## src/rtl/pbcd_pkg.sv

```systemverilog
package pbcd_pkg;

  localparam int MAX_OUT_BYTES = 32;
  localparam int LEFT_W = $clog2(MAX_OUT_BYTES + 1);
  localparam int CFG_W = 6;

  localparam logic [CFG_W-1:0] CFG_RESET = CFG_W'(8);

  localparam logic [3:0] NIB_ZERO   = 4'h0;
  localparam logic [3:0] NIB_POINT  = 4'hA;
  localparam logic [3:0] NIB_SIGN_P = 4'hB;
  localparam logic [3:0] NIB_SIGN_M = 4'hC;
  localparam logic [3:0] NIB_BAD_D  = 4'hD;
  localparam logic [3:0] NIB_BAD_E  = 4'hE;
  localparam logic [3:0] NIB_END    = 4'hF;
  localparam logic [7:0] PAD_BYTE   = 8'hFF;

  typedef struct packed {
    logic [3:0] nibble;
    logic       last_nibble;
  } in_item_t;

  typedef struct packed {
    logic [7:0] out_byte;
    logic       byte_valid;
    logic       format_error;
    logic       number_done;
  } out_item_t;

  typedef enum logic {
    PH_NIBBLE,
    PH_CLOSE
  } phase_e;

  function automatic logic [LEFT_W-1:0] clamp_len(input logic [CFG_W-1:0] n);
    logic [LEFT_W-1:0] r;
    if (n == '0) begin
      r = LEFT_W'(1);
    end else if (int'(n) > MAX_OUT_BYTES) begin
      r = LEFT_W'(MAX_OUT_BYTES);
    end else begin
      r = LEFT_W'(n);
    end
    return r;
  endfunction

endpackage

```

## src/rtl/pbcd_in_stage.sv

```systemverilog
module pbcd_in_stage import pbcd_pkg::*; (
  input  logic     clk_i,
  input  logic     rst_ni,
  input  logic     in_valid_i,
  input  in_item_t in_data_i,
  output logic     in_stall_o,
  input  logic     consume_i,
  output logic     item_valid_o,
  output in_item_t item_o
);

  logic     valid_q;
  in_item_t item_q;

  assign in_stall_o   = valid_q && !consume_i;
  assign item_valid_o = valid_q;
  assign item_o       = item_q;

  always_ff @(posedge clk_i or negedge rst_ni) begin
    if (!rst_ni) begin
      valid_q <= 1'b0;
    end else if (!in_stall_o) begin
      valid_q <= in_valid_i;
    end
  end

  always_ff @(posedge clk_i) begin
    if (!in_stall_o && in_valid_i) begin
      item_q <= in_data_i;
    end
  end

endmodule

```

## src/rtl/pbcd_core.sv

```systemverilog
module pbcd_core import pbcd_pkg::*; (
  input  logic             clk_i,
  input  logic             rst_ni,
  input  logic [CFG_W-1:0] out_len_i,
  input  logic             item_valid_i,
  input  in_item_t         item_i,
  input  logic             out_free_i,
  output logic             consume_o,
  output logic             emit_o,
  output out_item_t        result_o
);

  phase_e            phase_q, phase_d;
  logic              active_q, active_d;
  logic              half_q, half_d;
  logic [3:0]        held_q, held_d;
  logic              sig_q, sig_d;
  logic [LEFT_W-1:0] left_q, left_d;
  logic              fin_q, fin_d;

  // state seen by the current request, cleared at the start of a number
  logic              e_half, e_sig, e_fin;
  logic [3:0]        e_held;
  logic [LEFT_W-1:0] e_left;

  // outcome of the nibble step
  logic              n_half, n_sig, n_fin, n_emit, n_close;
  logic [3:0]        n_held;
  logic [LEFT_W-1:0] n_left;
  out_item_t         n_res;
  logic              nb_emit;
  logic [7:0]        nb_byte;
  logic [3:0]        nib;

  assign nib = item_i.nibble;

  always_comb begin
    if (phase_q == PH_NIBBLE && !active_q) begin
      e_half = 1'b0;
      e_held = NIB_ZERO;
      e_sig  = 1'b0;
      e_fin  = 1'b0;
      e_left = clamp_len(out_len_i);
    end else begin
      e_half = half_q;
      e_held = held_q;
      e_sig  = sig_q;
      e_fin  = fin_q;
      e_left = left_q;
    end
  end

  always_comb begin
    n_half  = e_half;
    n_held  = e_held;
    n_sig   = e_sig;
    n_fin   = e_fin;
    n_left  = e_left;
    n_emit  = 1'b0;
    n_res   = '0;
    nb_emit = 1'b0;
    nb_byte = {e_held, nib};
    if (!e_fin) begin
      if (nib inside {NIB_BAD_D, NIB_BAD_E}) begin
        n_emit             = 1'b1;
        n_res.format_error = 1'b1;
        n_res.number_done  = 1'b1;
        n_fin              = 1'b1;
      end else if (nib inside {NIB_SIGN_P, NIB_SIGN_M} ||
                   (nib < NIB_POINT && e_sig)) begin
        if (!e_half) begin
          n_held = nib;
          n_half = 1'b1;
        end else begin
          nb_emit = 1'b1;
          n_half  = 1'b0;
        end
      end else if (nib < NIB_POINT && nib != NIB_ZERO) begin
        // first significant digit, a point follows it
        n_sig   = 1'b1;
        nb_emit = 1'b1;
        n_held  = NIB_POINT;
        n_half  = 1'b1;
      end
    end
    if (nb_emit) begin
      n_emit           = 1'b1;
      n_res.out_byte   = nb_byte;
      n_res.byte_valid = 1'b1;
      n_left           = e_left - LEFT_W'(1);
      if (e_left == LEFT_W'(1)) begin
        n_fin             = 1'b1;
        n_res.number_done = 1'b1;
      end
    end
    n_close = !n_fin && (item_i.last_nibble || nib == NIB_END);
  end

  always_comb begin
    phase_d   = phase_q;
    active_d  = active_q;
    half_d    = half_q;
    held_d    = held_q;
    sig_d     = sig_q;
    left_d    = left_q;
    fin_d     = fin_q;
    consume_o = 1'b0;
    emit_o    = 1'b0;
    result_o  = n_res;
    if (item_valid_i) begin
      case (phase_q)
        PH_NIBBLE: begin
          if (!n_emit || out_free_i) begin
            emit_o   = n_emit;
            active_d = 1'b1;
            half_d   = n_half;
            held_d   = n_held;
            sig_d    = n_sig;
            left_d   = n_left;
            fin_d    = n_fin;
            if (n_close) begin
              phase_d = PH_CLOSE;
            end else begin
              consume_o = 1'b1;
              if (item_i.last_nibble) begin
                active_d = 1'b0;
              end
            end
          end
        end
        PH_CLOSE: begin
          result_o            = '0;
          result_o.out_byte   = half_q ? {held_q, NIB_END} : PAD_BYTE;
          result_o.byte_valid = 1'b1;
          if (out_free_i) begin
            emit_o = 1'b1;
            half_d = 1'b0;
            left_d = left_q - LEFT_W'(1);
            if (left_q == LEFT_W'(1)) begin
              result_o.number_done = 1'b1;
              fin_d                = 1'b1;
              phase_d              = PH_NIBBLE;
              consume_o            = 1'b1;
              if (item_i.last_nibble) begin
                active_d = 1'b0;
              end
            end
          end
        end
        default: begin
          phase_d = PH_NIBBLE;
        end
      endcase
    end
  end

  always_ff @(posedge clk_i or negedge rst_ni) begin
    if (!rst_ni) begin
      phase_q  <= PH_NIBBLE;
      active_q <= 1'b0;
      half_q   <= 1'b0;
      held_q   <= NIB_ZERO;
      sig_q    <= 1'b0;
      left_q   <= clamp_len(CFG_RESET);
      fin_q    <= 1'b0;
    end else begin
      phase_q  <= phase_d;
      active_q <= active_d;
      half_q   <= half_d;
      held_q   <= held_d;
      sig_q    <= sig_d;
      left_q   <= left_d;
      fin_q    <= fin_d;
    end
  end

endmodule

```

## src/rtl/pbcd_out_stage.sv

```systemverilog
module pbcd_out_stage import pbcd_pkg::*; (
  input  logic      clk_i,
  input  logic      rst_ni,
  input  logic      emit_i,
  input  out_item_t result_i,
  output logic      out_free_o,
  output logic      out_valid_o,
  output out_item_t out_data_o,
  input  logic      out_stall_i
);

  logic      valid_q;
  out_item_t data_q;

  assign out_free_o  = !valid_q || !out_stall_i;
  assign out_valid_o = valid_q;
  assign out_data_o  = data_q;

  always_ff @(posedge clk_i or negedge rst_ni) begin
    if (!rst_ni) begin
      valid_q <= 1'b0;
    end else if (out_free_o) begin
      valid_q <= emit_i;
    end
  end

  always_ff @(posedge clk_i) begin
    if (out_free_o && emit_i) begin
      data_q <= result_i;
    end
  end

endmodule

```

## src/rtl/packed_bcd_normalizer.sv

```systemverilog
// a result goes from the core into the output register, which drives out_valid_o and out_data_o
// throughput: one nibble per cycle while each nibble gives at most one result and the output is not stalled
// closing a number sends one pad byte per cycle from the core while the output is free; the input holds
// meanwhile, until the number has all of its output_length bytes
// reset: rst_ni asynchronous active low clears all control state, output_length becomes 8
module packed_bcd_normalizer import pbcd_pkg::*; (
  input  logic             clk_i,
  input  logic             rst_ni,
  input  logic             cfg_valid_i,
  output logic             cfg_ready_o,
  input  logic [CFG_W-1:0] cfg_data_i,
  input  logic             in_valid_i,
  input  in_item_t         in_data_i,
  output logic             in_stall_o,
  output logic             out_valid_o,
  output out_item_t        out_data_o,
  input  logic             out_stall_i
);

  logic [CFG_W-1:0] out_len_q;
  logic             item_valid;
  in_item_t         item;
  logic             consume;
  logic             emit;
  out_item_t        result;
  logic             out_free;

  assign cfg_ready_o = 1'b1;

  always_ff @(posedge clk_i or negedge rst_ni) begin
    if (!rst_ni) begin
      out_len_q <= CFG_RESET;
    end else if (cfg_valid_i && cfg_ready_o) begin
      out_len_q <= cfg_data_i;
    end
  end

  pbcd_in_stage u_in_stage (
    .clk_i       (clk_i),
    .rst_ni      (rst_ni),
    .in_valid_i  (in_valid_i),
    .in_data_i   (in_data_i),
    .in_stall_o  (in_stall_o),
    .consume_i   (consume),
    .item_valid_o(item_valid),
    .item_o      (item)
  );

  pbcd_core u_core (
    .clk_i       (clk_i),
    .rst_ni      (rst_ni),
    .out_len_i   (out_len_q),
    .item_valid_i(item_valid),
    .item_i      (item),
    .out_free_i  (out_free),
    .consume_o   (consume),
    .emit_o      (emit),
    .result_o    (result)
  );

  pbcd_out_stage u_out_stage (
    .clk_i      (clk_i),
    .rst_ni     (rst_ni),
    .emit_i     (emit),
    .result_i   (result),
    .out_free_o (out_free),
    .out_valid_o(out_valid_o),
    .out_data_o (out_data_o),
    .out_stall_i(out_stall_i)
  );

`ifndef SYNTHESIS
  assert property (@(posedge clk_i) disable iff (!rst_ni) emit |-> out_free)
    else $error("result produced while output register is occupied");

  assert property (@(posedge clk_i) disable iff (!rst_ni)
      item_valid && !consume |=> item_valid)
    else $error("held request dropped without being consumed");

  assert property (@(posedge clk_i) disable iff (!rst_ni)
      emit && result.format_error |-> result.number_done && !result.byte_valid)
    else $error("error result must close the number without a byte");

  assert property (@(posedge clk_i) disable iff (!rst_ni) consume |-> item_valid)
    else $error("consume without a held request");
`endif

endmodule
```

## config.mk

```make
export PLATFORM = sky130hd
export DESIGN_NAME = packed_bcd_normalizer
export DESIGN_NICKNAME = d
export VERILOG_FILES = /design/src/rtl/pbcd_pkg.sv /design/src/rtl/pbcd_in_stage.sv /design/src/rtl/pbcd_core.sv /design/src/rtl/pbcd_out_stage.sv /design/src/rtl/packed_bcd_normalizer.sv
export SDC_FILE = /design/constraint.sdc
export NUM_CORES = 1
export LEC_CHECK = 0
export BUFFER_PORTS_ARGS = -buffer_cell sky130_fd_sc_hd__buf_2
export CAP_MARGIN = 30
export CORE_ASPECT_RATIO = 0.8
export CORE_UTILIZATION = 30
export DETAILED_ROUTE_END_ITERATION = 6
export HOLD_SLACK_MARGIN = 0.1
export PLACE_DENSITY_LB_ADDON = 0.12
export SKIP_CTS_REPAIR_TIMING = 1
export SYNTH_ARGS = -nofsm -noshare
export SYNTH_HDL_FRONTEND = slang
export SYNTH_SLANG_ARGS = --single-unit
```

## constraint.sdc

```tcl
create_clock -name clk_i -period 7.44 [get_ports clk_i]
set_input_delay 1.116 -clock clk_i [delete_from_list [all_inputs] [get_ports clk_i]]
set_output_delay 1.116 -clock clk_i [all_outputs]
set_load 0.03 [all_outputs]
```

==> results of run 1 <==
## power groups by stage
stage,Clock [mW],Combinational [mW],Sequential [mW]
finish,0.143,0.156,0.287
global route,0.157,0.177,0.290
CTS,0.149,0.157,0.285
detailed placement,0,0.156,0.288
global placement,0,0.156,0.290
floorplan,0,0.130,0.274
## flip-flops by register name, summed over array words and instances, names as in the netlist
register	cells
u_core.sig_q	1
out_len_q	6
u_out_stage.out_valid_o	1
u_core.half_q	1
u_core.phase_q	1
u_core.left_q	6
u_core.held_q	4
u_core.active_q	1
u_in_stage.item_o	5
u_out_stage.out_data_o	11
u_core.fin_q	1
u_in_stage.item_valid_o	1
## synthesized netlist by cell type (all sizes together), types with 2 or more instances
library cell,instances
xnor2,5
and2,4
a22oi,2
mux2i,2
o211ai,7
edfxtp,16
o21ai,21
a21oi,19
mux2,6
clkbuf,5
a211o,2
or3,2
or2,3
o221ai,2
buf,9
o31ai,3
nor3b,5
a31oi,3
inv,8
nand2,29
a21boi,2
xor2,2
nand4,2
a22o,2
a211oi,2
nand3,7
o21a,9
dfrtp,21
a32o,2
dfstp,2
nor3,8
nor2,13
ha,4
nor4,2
nand4b,2
## kinds of logic after synthesis
family / after synthesis / synth area share
other cells: 1 / 0.001567
flops: 39 / 0.4422
mux: 8 / 0.03659
buf+inv: 22 / 0.05123
compound gates: 85 / 0.2520
fa+ha+maj: 4 / 0.02091
simple gates: 80 / 0.1699
xor+xnor: 7 / 0.02561
## per-layer routing
layer | global-route usage | vias up | part of all wire
li1 | - | 962 | -
met1 | 0.2323 | 922 | 0.55
met2 | 0.2149 | 41 | 0.40
met3 | 0.03660 | 2 | 0.040
met4 | 0.03429 | 0 | 0.0067
met5 | 0 | - | 0
## final cells by class
| type | instances | area [sq um] |
|---|---|---|
| multi-input combinational | 185 | 1212 |
| inverter | 8 | 30.03 |
| fill | 829 | 4906 |
| tap | 105 | 131.4 |
| clock buffer | 7 | 76.32 |
| sequential | 39 | 1059 |
| timing repair buffer | 29 | 147.6 |
| clock inverter | 1 | 5.005 |
## stage by stage
stage / setup WS [ns] / utilization / cell area, sq um / hold slack [ns]
finish: 3.196 / 0.3517 / 2661 / 0.5101
global route: 2.937 / 0.3517 / 2661 / 0.5240
CTS: 3.213 / 0.3517 / 2661 / 0.5037
detailed placement: 3.590 / 0.3409 / 2580 / 0.4786
global placement: 3.732 / 0.3399 / 2572 / 0.4890
floorplan: 4.055 / - / 2394 / 0.4568
## worst paths after layout
check / start / end / cells after the start
max: u_core.phase_q / in_stall_o / 9
min: u_core.held_q[1] / u_core.held_q[1] / 1
max reg2reg: u_core.phase_q / u_in_stage.item_o[3] / 8
min reg2reg: u_core.held_q[1] / u_core.held_q[1] / 1
max in group asynchronous: rst_ni / out_len_q[3] / 1
min in group asynchronous: rst_ni / u_core.held_q[0] / 1
==> reports/summary.log, run 1 <==
INFO  sta            slew_headroom=0.3475
INFO  layout         cell_count_final_fillers_out=374
INFO  power_and_ir_drop netSwitchingPower=0.2060mW
INFO  synthesis      ys_seq_elements=39
INFO  floorplanning  dieWidth=101.9microns
INFO  synthesis      mappedNetlistArea=0.002394sqmm
INFO  layout         layout_common_cells=nand2_1 (29), buf_2 (28), dfrtp_1 (21)
INFO  drt            routed_via_density=5.152
INFO  critical_path  worstPathCellList=or2_2, a21boi_0, inv_1, ha_1, nand2_1, o211ai_1, a21oi_1, or2_1, buf_2
INFO  drt            wl_per_cell=15.86microns
INFO  power_and_ir_drop power_frac_comb=0.267
INFO  sta            finalHoldViolCount=0
INFO  global_routing grt_pass1_wl=9549microns
INFO  critical_path  worst-endpoint-required=6.32ns
INFO  global_routing grt_max_degree=24
INFO  place          post-place-cells=366
INFO  floorplanning  num_rows=28
INFO  clocking       clkSlewWorstSetupHoldPaths=0.08ns
INFO  floorplanning  number_of_ports_placed_on_the_die_boundary=30
INFO  drt            drt_iter0_markers=114
INFO  synthesis      synth_ff_type=dfrtp_1
INFO  critical_path  standard_cell_with_the_maximum_stage_delay_on_the_critical_path=dfrtp_1
INFO  min_path       hold_path.class=reg2reg
INFO  power_and_ir_drop power_frac_seq=0.489
INFO  synthesis      yosys.area.top_type_share=0.2196
INFO  sta            rsz0062_at_grt=no
INFO  layout         antenna_diode_count=0
INFO  power_and_ir_drop power_report.internal_total=0.3797mW
INFO  clocking       clockBufferDepth=2
INFO  floorplanning  die_area=0.008342sqmm
INFO  drt            overall_via_count_from_detail_route=1927
INFO  synthesis      yosys_warnings=0
INFO  power_and_ir_drop design_power_total=0.5858mW
INFO  synthesis      yosys-top-cells-area=dfrtp_1 (22%), edfxtp_1 (20%), nand2_1 (4.5%)
INFO  synthesis      syn-mean-instance-area=9.730squm
INFO  global_routing grt_antenna_before_repair=0
INFO  place          io_buffers=28
INFO  critical_path  cp-start-kind=register
INFO  sta            final-max-slew-violation-count=0
INFO  clocking       cts_buffers=5
INFO  critical_path  timing.critical_path.max_delay_family=compound AO/OA/AOI/OAI gates
INFO  drt            postRouteWirelength=5932microns
INFO  drt            detail_route.drc_violations=0
INFO  clocking       cts.root.buffer_cell=clkbuf_8
INFO  power_and_ir_drop total_power_density_per_cell_area=220.1mW/mm^2
INFO  drt            antenna_left=0
INFO  floorplanning  core_footprint=0.007567sqmm
INFO  place          gp_congestion=0.8460
INFO  floorplanning  die_height=81.89microns
INFO  critical_path  path_max_fanout=22
INFO  sta            number_of_endpoints_failing_setup_at_the_final_stage=0
INFO  synthesis      yosysTopAreaCell=dfrtp_1
INFO  critical_path  end_kind=primary output
INFO  critical_path  worstPathArrival=3.13ns
INFO  layout         fraction_of_final_layout_cells_sized_beyond_drive_strength_1=0.1970
INFO  clocking       cts_htree_levels=2
INFO  clocking       worst_skew_pair_latency=0.29ns
INFO  sta            post-route-min-period=4.244ns
INFO  sta            final.setup_skew=0.007980ns
INFO  power_and_ir_drop static-leakage-power=1.036nW
INFO  critical_path  worstPathBufferInverterCount=2
INFO  synthesis      post_synthesis_net_count=266
INFO  critical_path  path_class=reg2out
INFO  job            max-cap-violations=0
INFO  power_and_ir_drop clock_power_share=0.244
INFO  sta            timing.final.crit_share=0.5704
INFO  critical_path  rrSetupSlack=4.13ns
INFO  sta            worst_max_slew_pin_slew=0.9698ns
INFO  synthesis      number_of_instances_in_the_synthesized_netlist=246
INFO  clocking       cts.sink_count=39
INFO  global_routing first_global_vias=1796
INFO  outcome        run_status=finished, final reports clean
INFO  drt            drt_pre_antenna_iters=4
INFO  layout         final_net_count=288
INFO  synthesis      synth_enable_flop_cells=16
INFO  global_routing globalRoute.totalOverflow=0
INFO  place          dp.final_hpwl=4237microns
INFO  layout         syn_to_final_growth=11.19%
INFO  power_and_ir_drop worst_ir_drop_on_vdd=0.06531mV
INFO  global_routing grtUsageTotal=0.1528
INFO  sta            fin_setup_tns=0ns
INFO  clocking       tritoncts=yes
INFO  sta            max_freq=0.2356GHz
INFO  synthesis      synth-seq-area-share=0.4422
INFO  layout         layout_commonest_cell=nand2_1
INFO  critical_path  max_stage_delay=0.62ns
INFO  synthesis      ys_async_sr_fraction=0.5897
INFO  power_and_ir_drop power.share.switching=0.3517
INFO  synthesis      synth.distinct_cells=58
INFO  floorplanning  floorplan.initialDensity=0.3163
No activity file was read; power rests on OpenSTA's default activity.
==> run 2, diff against run 1 <==
- clock period: 7.44 -> 4.3 ns (I/O delays scaled with it)
==> reports/summary.log, run 2 (synthesized netlist as in run 1, its figures left out) <==
INFO  critical_path  path_max_fanout=22
INFO  layout         largest_register_ffs=11
INFO  drt            postRouteWirelength=5758microns
INFO  min_path       hold_path.class=in2async
INFO  sta            final.setup_skew=0.006711ns
INFO  layout         fillCellCount=818
INFO  clocking       worst_skew_pair_latency=0.30ns
INFO  floorplanning  dieWidth=101.9microns
INFO  drt            drt_iter0_markers=109
INFO  layout         syn_to_final_growth=12.02%
INFO  global_routing grt_pass1_wl=9273microns
INFO  clocking       clockBufferDepth=2
INFO  clocking       clkSlewWorstSetupHoldPaths=0.08ns
INFO  clocking       cts.root.buffer_cell=clkbuf_8
INFO  global_routing grt_antenna_before_repair=0
INFO  place          dp.final_hpwl=4225microns
INFO  layout         antenna_diode_count=0
INFO  floorplanning  core_footprint=0.007567sqmm
INFO  critical_path  worstPathArrival=3.06ns
INFO  floorplanning  floorplan.initialDensity=0.3163
INFO  power_and_ir_drop total_power_density_per_cell_area=383.2mW/mm^2
INFO  drt            wl_per_cell=15.35microns
INFO  critical_path  standard_cell_with_the_maximum_stage_delay_on_the_critical_path=dfrtp_1
INFO  sta            timing.final.crit_share=0.8618
INFO  floorplanning  die_height=81.89microns
INFO  sta            slew_headroom=0.5209
INFO  drt            overall_via_count_from_detail_route=1924
INFO  global_routing grtUsageTotal=0.1490
INFO  layout         layout_commonest_cell=nand2_1
INFO  place          gp_congestion=0.8470
INFO  floorplanning  num_rows=28
INFO  power_and_ir_drop static-leakage-power=1.044nW
INFO  critical_path  path_class=reg2out
INFO  sta            finalHoldViolCount=0
INFO  layout         fraction_of_final_layout_cells_sized_beyond_drive_strength_1=0.2037
INFO  drt            drt_pre_antenna_iters=4
INFO  critical_path  max_stage_delay=0.62ns
INFO  global_routing first_global_vias=1739
INFO  critical_path  timing.rr.start=u_core.phase_q
INFO  critical_path  critPathLaunch=u_core.phase_q
INFO  floorplanning  number_of_ports_placed_on_the_die_boundary=30
INFO  clocking       cts_buffers=5
INFO  drt            routed_via_density=5.131
INFO  sta            worst_max_slew_pin_slew=0.7170ns
INFO  outcome        run_status=finished, final reports clean
INFO  global_routing globalRoute.totalOverflow=0
INFO  clocking       cts_htree_levels=2
INFO  drt            antenna_left=0
INFO  critical_path  end_kind=primary output
INFO  sta            number_of_endpoints_failing_setup_at_the_final_stage=0
INFO  place          io_buffers=28
INFO  sta            post-route-min-period=3.706ns
INFO  sta            final-max-slew-violation-count=0
INFO  sta            fin_setup_tns=0ns
INFO  job            max-cap-violations=0
INFO  global_routing grt_max_degree=24
INFO  critical_path  cp-start-kind=register
INFO  floorplanning  die_area=0.008342sqmm
INFO  clocking       cts.sink_count=39
INFO  critical_path  worstPathCellList=or2_2, a21boi_0, inv_1, ha_1, nand2_1, o211ai_1, a21oi_1, or2_1, buf_2
INFO  layout         final_net_count=289
INFO  sta            rsz0062_at_grt=no
INFO  power_and_ir_drop worst_ir_drop_on_vdd=0.1328mV
INFO  sta            max_freq=0.2698GHz
INFO  drt            detail_route.drc_violations=0
INFO  power_and_ir_drop design_power_total=1.028mW
INFO  clocking       tritoncts=yes
INFO  layout         layout_common_cells=nand2_1 (29), buf_2 (28), dfrtp_1 (21)
INFO  critical_path  worst-endpoint-required=3.65ns
run 2: where the power goes:
| part | leakage, nW | internal [mW] | switching, mW | total (mW) |
|---|---|---|---|---|
| logic | 0.608 | 0.111 | 0.159 | 0.270 |
| clock network | 0.0449 | 0.128 | 0.134 | 0.262 |
| registers | 0.391 | 0.432 | 0.0636 | 0.496 |
run 2: per-stage QoR:
step | setup slack [ns] | cells | utilization | hold WS (ns) | area [sq um]
final | 0.5941 | 375 | 0.3543 | 0.3273 | 2681
after detailed placement | 0.9176 | 367 | 0.3419 | 0.4913 | 2587
after CTS | 0.5650 | 375 | 0.3543 | 0.3413 | 2681
after global routing | 0.3541 | 375 | 0.3543 | 0.3586 | 2681
after global placement | 1.050 | 367 | 0.3419 | 0.4940 | 2587
after floorplan | 1.386 | 246 | - | 0.3494 | 2394
run 2: area by class of cell:
class | count | area, sq um | share of cell area
timing repair buffer | 30 | 155.1 | 0.05786
multi-input combinational | 185 | 1212 | 0.4522
sequential | 39 | 1059 | 0.3948
clock buffer | 6 | 82.58 | 0.03080
tap | 105 | 131.4 | 0.04900
inverter | 8 | 30.03 | 0.01120
clock inverter | 2 | 11.26 | 0.004200
run 2: worst max-delay path, delay by kind of cell, from the launching register on:
family,cells,cell delay (ns)
simple gates,3,0.73
compound gates,3,0.92
fa+ha+maj,1,0.22
buf+inv,2,0.28
flops,1,0.62
run 2: routing by layer:
metal  GRT usage  share of wire
met5           0              0
met4     0.05286          0.012
met3     0.03319          0.034
met2      0.2041           0.41
met1      0.2253           0.54
run 2: path summary, 6_finish.rpt:
path,to,slack [ns],depth (start not counted)
max reg2reg,u_in_stage.item_o[3],1.08,8
min reg2reg,u_core.held_q[1],0.52,1
max,in_stall_o,0.59,9
min in group clk_i,u_core.held_q[1],0.52,1
min,u_core.phase_q,0.33,1
max in group asynchronous,u_core.left_q[3],3.60,1
